==> src/rtl/core/casi_pkg.sv <==
package casi_pkg;

  // coordinate width and the widths that follow from it
  localparam int CW     = 16;
  localparam int DEV_W  = CW + 18;
  localparam int STEP_W = CW + 3;
  localparam int SQ_W   = 2 * CW;
  localparam int DIFF_W = CW + 1;
  localparam int SUM_W  = CW + 2;

  localparam logic CMD_TICK  = 1'b0;
  localparam logic CMD_START = 1'b1;

  localparam logic AXIS_X = 1'b0;
  localparam logic AXIS_Y = 1'b1;

  typedef enum logic [1:0] {
    QUAD_FIRST,
    QUAD_SECOND,
    QUAD_THIRD,
    QUAD_FOURTH
  } quad_t;

  // 1 when the axis counts up in the given quadrant
  function automatic logic axis_up(input logic axis, input quad_t quad);
    logic up;
    if (axis == AXIS_X) begin
      up = (quad == QUAD_THIRD) || (quad == QUAD_FOURTH);
    end else begin
      up = (quad == QUAD_FIRST) || (quad == QUAD_FOURTH);
    end
    return up;
  endfunction

  // change of x^2+y^2 caused by one step of coordinate c: 2c+1 or -2c+1
  function automatic logic [DEV_W-1:0] step_change(input logic [CW-1:0] c, input logic up);
    logic [DEV_W-1:0] c2;
    logic [DEV_W-1:0] one;
    c2  = {{(DEV_W-CW-1){c[CW-1]}}, c, 1'b0};
    one = {{(DEV_W-1){1'b0}}, 1'b1};
    return up ? (c2 + one) : (one - c2);
  endfunction

endpackage

==> src/rtl/core/circular_arc_step_interpolator.sv <==
// a word that is accepted passes through the stage one, stage two and result registers
// before it reaches the outputs
// throughput: one word per cycle when not stalled; stage one squares the four
// coordinates, stage two checks the radii and updates the arc state, then the result
// register holds the word; each stage moves on its own, so bubbles are squeezed out
// under output stall; reset (rst_n low, synchronous): pipeline empty, position,
// deviation, step count, quadrant and axis zero, no move in progress
module circular_arc_step_interpolator (
  input  logic                      clk,
  input  logic                      rst_n,
  input  logic                      in_valid,
  output logic                      in_ready,
  input  logic                      in_command,
  input  logic [casi_pkg::CW-1:0]   in_begin_x,
  input  logic [casi_pkg::CW-1:0]   in_begin_y,
  input  logic [casi_pkg::CW-1:0]   in_finish_x,
  input  logic [casi_pkg::CW-1:0]   in_finish_y,
  output logic                      out_valid,
  input  logic                      out_ready,
  output logic                      out_step_valid,
  output logic                      out_step_axis,
  output logic                      out_step_up,
  output logic                      out_busy_res,
  output logic                      out_move_done,
  output logic                      out_rejected
);

  // ---------------------------------------------------------------- handshake
  logic out_free, s2_free, s1_free, s2_go, s1_go;

  // stage one: registered input word
  logic                          s1_v_r;
  logic                          s1_cmd_r;
  logic [casi_pkg::CW-1:0]       s1_bx_r, s1_by_r, s1_fx_r, s1_fy_r;

  // stage two: squares, step count and start==end flag
  logic                          s2_v_r;
  logic                          s2_cmd_r;
  logic [casi_pkg::CW-1:0]       s2_bx_r, s2_by_r;
  logic [casi_pkg::SQ_W-1:0]     s2_sqbx_r, s2_sqby_r, s2_sqfx_r, s2_sqfy_r;
  logic                          s2_same_r;
  logic [casi_pkg::STEP_W-1:0]   s2_steps_r;

  // arc state
  logic [casi_pkg::CW-1:0]       pos_x_r, pos_y_r;
  logic [casi_pkg::CW-1:0]       pos_x_nxt, pos_y_nxt;
  logic [casi_pkg::DEV_W-1:0]    dev_r, dev_nxt;
  logic [casi_pkg::STEP_W-1:0]   steps_r, steps_nxt;
  casi_pkg::quad_t               quad_r, quad_nxt;
  logic                          axis_r, axis_nxt;
  logic                          moving_r, moving_nxt;

  // result register
  logic out_valid_r;
  logic step_valid_r, step_axis_r, step_up_r, busy_r, done_r, rej_r;
  logic step_valid_nxt, step_axis_nxt, step_up_nxt, busy_nxt, done_nxt, rej_nxt;

  // each stage can take a new word when empty or when it passes its own on
  assign out_free = !out_valid_r || out_ready;
  assign s2_go    = s2_v_r && out_free;
  assign s2_free  = !s2_v_r || out_free;
  assign s1_go    = s1_v_r && s2_free;
  assign s1_free  = !s1_v_r || s2_free;
  assign in_ready = s1_free;

  // ---------------------------------------------------------------- stage one logic
  logic [casi_pkg::SQ_W-1:0]     bx_ext, by_ext, fx_ext, fy_ext;
  logic [casi_pkg::SQ_W-1:0]     sqbx, sqby, sqfx, sqfy;
  logic [casi_pkg::DIFF_W-1:0]   dx, dy, adx, ady;
  logic [casi_pkg::SUM_W-1:0]    step_sum;

  // sign-extended operands: the low half of the product is the exact square
  assign bx_ext = {{casi_pkg::CW{s1_bx_r[casi_pkg::CW-1]}}, s1_bx_r};
  assign by_ext = {{casi_pkg::CW{s1_by_r[casi_pkg::CW-1]}}, s1_by_r};
  assign fx_ext = {{casi_pkg::CW{s1_fx_r[casi_pkg::CW-1]}}, s1_fx_r};
  assign fy_ext = {{casi_pkg::CW{s1_fy_r[casi_pkg::CW-1]}}, s1_fy_r};
  assign sqbx   = bx_ext * bx_ext;
  assign sqby   = by_ext * by_ext;
  assign sqfx   = fx_ext * fx_ext;
  assign sqfy   = fy_ext * fy_ext;

  // step count |dx|+|dy|
  assign dx  = {s1_fx_r[casi_pkg::CW-1], s1_fx_r} - {s1_bx_r[casi_pkg::CW-1], s1_bx_r};
  assign dy  = {s1_fy_r[casi_pkg::CW-1], s1_fy_r} - {s1_by_r[casi_pkg::CW-1], s1_by_r};
  assign adx = dx[casi_pkg::DIFF_W-1] ? (~dx + 1'b1) : dx;
  assign ady = dy[casi_pkg::DIFF_W-1] ? (~dy + 1'b1) : dy;
  assign step_sum = {1'b0, adx} + {1'b0, ady};

  // ---------------------------------------------------------------- stage two logic
  logic                          is_start, radius_ok, start_ok;
  logic                          bx_zero, by_zero, bx_neg, by_neg;
  casi_pkg::quad_t               start_quad;
  logic                          start_axis;
  logic                          tk_up, tk_outside, tk_q13, tk_next_axis;
  logic [casi_pkg::CW-1:0]       tk_delta, tk_px, tk_py;
  logic [casi_pkg::STEP_W-1:0]   tk_steps;
  casi_pkg::quad_t               chg_quad;
  logic                          chg_axis;
  logic [casi_pkg::CW-1:0]       chg_x, chg_y, chg_c;
  logic [casi_pkg::DEV_W-1:0]    chg_base, dev_sum;

  assign is_start  = (s2_cmd_r == casi_pkg::CMD_START);
  assign radius_ok = (s2_sqbx_r + s2_sqby_r) == (s2_sqfx_r + s2_sqfy_r);
  assign start_ok  = is_start && !moving_r && radius_ok && !s2_same_r;

  assign bx_zero = (s2_bx_r == '0);
  assign by_zero = (s2_by_r == '0);
  assign bx_neg  = s2_bx_r[casi_pkg::CW-1];
  assign by_neg  = s2_by_r[casi_pkg::CW-1];

  // quadrant of the start point; a point on the y axis goes to second or fourth
  always_comb begin
    if (!bx_neg && !bx_zero) begin
      start_quad = by_neg ? casi_pkg::QUAD_FOURTH : casi_pkg::QUAD_FIRST;
    end else if (bx_neg) begin
      start_quad = (!by_neg && !by_zero) ? casi_pkg::QUAD_SECOND : casi_pkg::QUAD_THIRD;
    end else begin
      start_quad = by_neg ? casi_pkg::QUAD_FOURTH : casi_pkg::QUAD_SECOND;
    end
  end

  // a start on the x axis begins with a y step
  assign start_axis = by_zero ? casi_pkg::AXIS_Y : casi_pkg::AXIS_X;

  // tick: move the active axis by one, then pick the next axis
  assign tk_up        = casi_pkg::axis_up(axis_r, quad_r);
  assign tk_delta     = {{(casi_pkg::CW-1){~tk_up}}, 1'b1};
  assign tk_px        = (axis_r == casi_pkg::AXIS_X) ? (pos_x_r + tk_delta) : pos_x_r;
  assign tk_py        = (axis_r == casi_pkg::AXIS_Y) ? (pos_y_r + tk_delta) : pos_y_r;
  assign tk_outside   = !dev_r[casi_pkg::DEV_W-1];
  assign tk_q13       = (quad_r == casi_pkg::QUAD_FIRST) || (quad_r == casi_pkg::QUAD_THIRD);
  assign tk_next_axis = (tk_outside == tk_q13) ? casi_pkg::AXIS_X : casi_pkg::AXIS_Y;
  assign tk_steps     = steps_r - 1'b1;

  // one deviation adder shared by start and tick
  always_comb begin
    if (start_ok) begin
      chg_quad = start_quad;
      chg_axis = start_axis;
      chg_x    = s2_bx_r;
      chg_y    = s2_by_r;
      chg_base = '0;
    end else begin
      chg_quad = quad_r;
      chg_axis = tk_next_axis;
      chg_x    = tk_px;
      chg_y    = tk_py;
      chg_base = dev_r;
    end
  end

  assign chg_c   = (chg_axis == casi_pkg::AXIS_X) ? chg_x : chg_y;
  assign dev_sum = chg_base + casi_pkg::step_change(chg_c, casi_pkg::axis_up(chg_axis, chg_quad));

  // next state and result word
  always_comb begin
    pos_x_nxt      = pos_x_r;
    pos_y_nxt      = pos_y_r;
    dev_nxt        = dev_r;
    steps_nxt      = steps_r;
    quad_nxt       = quad_r;
    axis_nxt       = axis_r;
    moving_nxt     = moving_r;
    step_valid_nxt = 1'b0;
    step_axis_nxt  = 1'b0;
    step_up_nxt    = 1'b0;
    busy_nxt       = 1'b0;
    done_nxt       = 1'b0;
    rej_nxt        = 1'b0;
    if (is_start) begin
      busy_nxt = moving_r || start_ok;
      rej_nxt  = !start_ok;
      if (start_ok) begin
        pos_x_nxt  = s2_bx_r;
        pos_y_nxt  = s2_by_r;
        dev_nxt    = dev_sum;
        steps_nxt  = s2_steps_r;
        quad_nxt   = start_quad;
        axis_nxt   = start_axis;
        moving_nxt = 1'b1;
      end
    end else if (moving_r) begin
      pos_x_nxt      = tk_px;
      pos_y_nxt      = tk_py;
      dev_nxt        = dev_sum;
      steps_nxt      = tk_steps;
      axis_nxt       = tk_next_axis;
      moving_nxt     = (tk_steps != '0);
      step_valid_nxt = 1'b1;
      step_axis_nxt  = axis_r;
      step_up_nxt    = tk_up;
      busy_nxt       = (tk_steps != '0);
      done_nxt       = (tk_steps == '0);
    end
  end

  // ---------------------------------------------------------------- control registers
  always_ff @(posedge clk) begin
    if (!rst_n) begin
      s1_v_r      <= 1'b0;
      s2_v_r      <= 1'b0;
      out_valid_r <= 1'b0;
      pos_x_r     <= '0;
      pos_y_r     <= '0;
      dev_r       <= '0;
      steps_r     <= '0;
      quad_r      <= casi_pkg::QUAD_FIRST;
      axis_r      <= casi_pkg::AXIS_X;
      moving_r    <= 1'b0;
    end else begin
      if (s1_free) begin
        s1_v_r <= in_valid;
      end
      if (s2_free) begin
        s2_v_r <= s1_v_r;
      end
      if (out_free) begin
        out_valid_r <= s2_v_r;
      end
      // arc state moves only when a word leaves stage two
      if (s2_go) begin
        pos_x_r  <= pos_x_nxt;
        pos_y_r  <= pos_y_nxt;
        dev_r    <= dev_nxt;
        steps_r  <= steps_nxt;
        quad_r   <= quad_nxt;
        axis_r   <= axis_nxt;
        moving_r <= moving_nxt;
      end
    end
  end

  // ---------------------------------------------------------------- payload registers
  always_ff @(posedge clk) begin
    if (s1_free && in_valid) begin
      s1_cmd_r <= in_command;
      s1_bx_r  <= in_begin_x;
      s1_by_r  <= in_begin_y;
      s1_fx_r  <= in_finish_x;
      s1_fy_r  <= in_finish_y;
    end
    if (s1_go) begin
      s2_cmd_r   <= s1_cmd_r;
      s2_bx_r    <= s1_bx_r;
      s2_by_r    <= s1_by_r;
      s2_sqbx_r  <= sqbx;
      s2_sqby_r  <= sqby;
      s2_sqfx_r  <= sqfx;
      s2_sqfy_r  <= sqfy;
      s2_same_r  <= (s1_bx_r == s1_fx_r) && (s1_by_r == s1_fy_r);
      s2_steps_r <= {{(casi_pkg::STEP_W-casi_pkg::SUM_W){1'b0}}, step_sum};
    end
    if (s2_go) begin
      step_valid_r <= step_valid_nxt;
      step_axis_r  <= step_axis_nxt;
      step_up_r    <= step_up_nxt;
      busy_r       <= busy_nxt;
      done_r       <= done_nxt;
      rej_r        <= rej_nxt;
    end
  end

  assign out_valid      = out_valid_r;
  assign out_step_valid = step_valid_r;
  assign out_step_axis  = step_axis_r;
  assign out_step_up    = step_up_r;
  assign out_busy_res   = busy_r;
  assign out_move_done  = done_r;
  assign out_rejected   = rej_r;

endmodule
==> config.mk <==
export PLATFORM = sky130hd
export DESIGN_NAME = circular_arc_step_interpolator
export DESIGN_NICKNAME = d
export VERILOG_FILES = /design/src/rtl/core/casi_pkg.sv /design/src/rtl/core/circular_arc_step_interpolator.sv
export SDC_FILE = /design/constraint.sdc
export NUM_CORES = 2
export LEC_CHECK = 0
export BUFFER_PORTS_ARGS = -buffer_cell sky130_fd_sc_hd__buf_2
export CAP_MARGIN = 10
export CORE_ASPECT_RATIO = 0.75
export CORE_UTILIZATION = 25
export DETAILED_ROUTE_END_ITERATION = 8
export PLACE_DENSITY = 0.5
export SLEW_MARGIN = 20
export SYNTH_ARGS = -nofsm -noshare
export SYNTH_HDL_FRONTEND = slang
export SYNTH_SLANG_ARGS = --single-unit
==> constraint.sdc <==
create_clock -name clk -period 19.8 [get_ports clk]
set_input_delay 3.96 -clock clk [delete_from_list [all_inputs] [get_ports clk]]
set_output_delay 3.96 -clock clk [all_outputs]
set_load 0.005 [all_outputs]
==> summary.md <==
| Metric | Value |
|---|---|
| Post-layout min period | `9.04 ns` |
| Final hold slack | `0.437 ns` |
| Area after DPL | `60,900 sq um` |
| Hold Path End | `is_start` |
| Slew at the pin closest to its max-slew limit | `roughly 1.2 ns` |
| Clock Latency Late Sink | `approximately 0.64 ns` |
| Core area | `224,000 sq um` |
| I/O Pins | `77` |
| Initial antenna violation count | `14` |
| Post-CTS Setup Bufs | `0` |
| Hold Crit Depth | `0` |
| First-pass GRT wire length | `250 mm` |
| CTS tree | `built` |
| Initial Util | `0.253` |
| Slew HR | `0.229` |
| RSZ-0062 raised after global routing | `no` |
| Register area share after synthesis | `0.162` |
| Grt ovf | `0` |
| CP max stage delay | `~0.46 ns` |
| Predominant post-synthesis flop cell | `edfxtp_1` |
| Net count, final | `7,676` |
| Clock sink count | `337` |
| Vias/cell | `4.48` |
| Synth Cell Area | `56,700 sq um` |
| Synth warnings | `0` |
| Vias in the first global route | `42,448` |
| Die area | `roughly 230,000 sq um` |
| CP Class | `reg -> reg` |
| Synthesized netlist cell count | `6,088` |
| Clock skew | `0.0296 ns` |
| Share of the synthesized area in the top cell type | `0.340` |
| DRC viols | `0` |
| Average size of a mapped cell | `approximately 9.3 sq um` |
| Mapped Nets | `7,631` |
| Total Neg Setup Slack | `0 ns` |
| Die Span Y | `just over 400 um` |
| Total routed wirelength | `157 mm` |
| Longest Clk Path Bufs | `3` |
| Synth unique cells | `94` |
| WL per Instance | `17.2 um` |
| Critical path required time | `20.34 ns` |
| R2r setup slk | `10.76 ns` |
| Fin. Hold Viols | `0` |
| Arrival time worst endpoint | `about 9.6 ns` |
| Final setup violation count | `0` |
| Area leader, netlist | `fa_1` |
| CTS root buf | `clkbuf_16` |
| Most common library cells after synthesis | `inv_1 (1,367), fa_1 (964), nand2_1 (526)` |
| Iter 0 DRT Violations | `2,665` |
| FP Rows | `150` |
| Worst r2r src | `s2_sqbx_r[3]` |
| R2R depth | `34` |
| I/O Buffers | `76` |
| Post-cts resize count | `0` |
| Asr flop ratio synth | `0` |
| Clk slew on worst S/H paths | `0.06 ns` |
| # hold bufs at CTS | `0` |
| CP max-delay cell | `mux2_2` |
| Flip-flop and latch count after synthesis | `337` |
| Tightest Hold Check Type | `reg -> reg` |
| DRT antenna net count | `0` |
| Post-DP HPWL | `128 mm` |
| Post-synth EDFFs | `245` |
| Largest net degree at the start of global routing | `~160` |
| Area Overhead vs Synth | `9.81%` |
| CP endpoint kind | `flip-flop` |
| First-pass DRT Iterations | `6` |
| Final period util | `0.457` |
| Fraction of layout cells with a size suffix above 1 | `0.0465` |
| Gr usage total | `0.140` |
| Inserted Clock Buffers | `41` |
| Max-cap violations | `0` |
| Crit path from | `s2_sqbx_r[3]` |
| R2R Path End | `dev_r[33]` |
| CP max FO | `62` |
| Setup crit start kind | `flip-flop` |
| Top post-synthesis cells by area | `fa_1 (34%), edfxtp_1 (13%), ha_1 (11%)` |
| Vias | `between 40,000 and 50,000` |
| Final Slew Violations | `0` |
| Routability cong. | `0.878` |
| Fin area | `between 60,000 and 70,000 sq um` |
| Top-count cell post-synth | `inv_1` |
| Status | `finished, final reports clean` |
| Worst hold start | `s1_cmd_r` |
| Peak Freq | `0.111 GHz` |
| Htree depth | `2` |
| CP dominant cell by count | `ha_1` |
| Die span in x | `552 um` |
[registers in the layout (all words and copies together) (netlist names), 2 cells and up]
signal	flops
s2_sqfx_r	31
s2_steps_r	18
pos_y_r	16
dev_r	34
s2_sqby_r	30
s1_fx_r	16
s1_bx_r	16
s2_by_r	16
steps_r	19
s2_sqfy_r	31
quad_r	2
s1_by_r	16
pos_x_r	16
s2_bx_r	16
s1_fy_r	16
s2_sqbx_r	30
[worst max-delay path: cells and delay by family, from the launching register on]
kind,cells,cell delay [ns]
compound gates,18,3.96
fa+ha+maj,3,1.06
buf+inv,2,0.71
flops,1,0.39
mux,2,0.76
simple gates,9,2.02
[cells in the final DEF (no fill, tap or decap), drive strengths merged, types with 16 or more instances in the layout]
master,count
a22oi,17
o211ai,16
and2,158
fa,964
a21oi,307
ha,510
nor2b,29
nor2,385
a211oi,35
dfxtp,92
xor2,96
inv,1376
o21ai,166
nand3,74
clkbuf,52
edfxtp,245
nand4,35
a31oi,21
a21o,84
nand2b,48
buf,151
xnor2,253
o21a,21
nor3,74
nor4,27
nand2,526
mux2i,22
clkinv,36
or3,21
or2,21
o21bai,72
and3,45
[logic make-up (layout without fill, tap and decap cells)]
kind of cell               count (synthesis)  count (layout)  share of synthesized area
adders and majority gates               1474            1474                      0.453
DFF                                      337             337                      0.162
buffers and inverters                   1543            1621                      0.102
other                                      0               3                          0
muxes                                     32              32                    0.00627
and+or+nand+nor                         1486            1486                      0.123
xor gates and xnor gates                 354             354                     0.0559
AOI/OAI and AO/OA                        862             862                     0.0972
[routing by layer]
metal  routed length, um  vias up  track usage
met2               64800      909        0.204
met1               81700    20565        0.221
met4                1910        8       0.0190
li1                    -    19330            -
met5                  50        -            0
met3                8220      120       0.0183
[how the worst max path moves through the flow]
| stage | endpoint | depth (start not counted) |
|---|---|---|
| global placement | dev_r[33] | 35 |
| floorplan | is_start | 2 |
| detailed placement | dev_r[33] | 34 |
| finish | dev_r[33] | 34 |
| CTS | dev_r[33] | 34 |
| global route | dev_r[33] | 33 |
[area by class of cell]
type	instances	area [sq um]
fillers	23860	162000
multi-input cells	4208	41700
flip-flops and latches	337	9200
inverters	1394	5230
well taps	2964	3710
clock buffers	52	1110
repair buffers	151	976
clock inverters	24	267
diodes	3	7.51
[stage by stage]
stage	std cells	setup slack, ns	util
6_report	9133	10.76	0.278
5_1_grt	9131	9.97	0.278
4_1_cts	9130	10.83	0.278
3_5_place_dp	9054	10.90	0.272
3_3_place_gp	9053	11.01	0.271
2_1_floorplan	6088	2.23	-
Power is not shown: default switching activity piles up to over one toggle a cycle in this logic, so the estimate is an artifact.
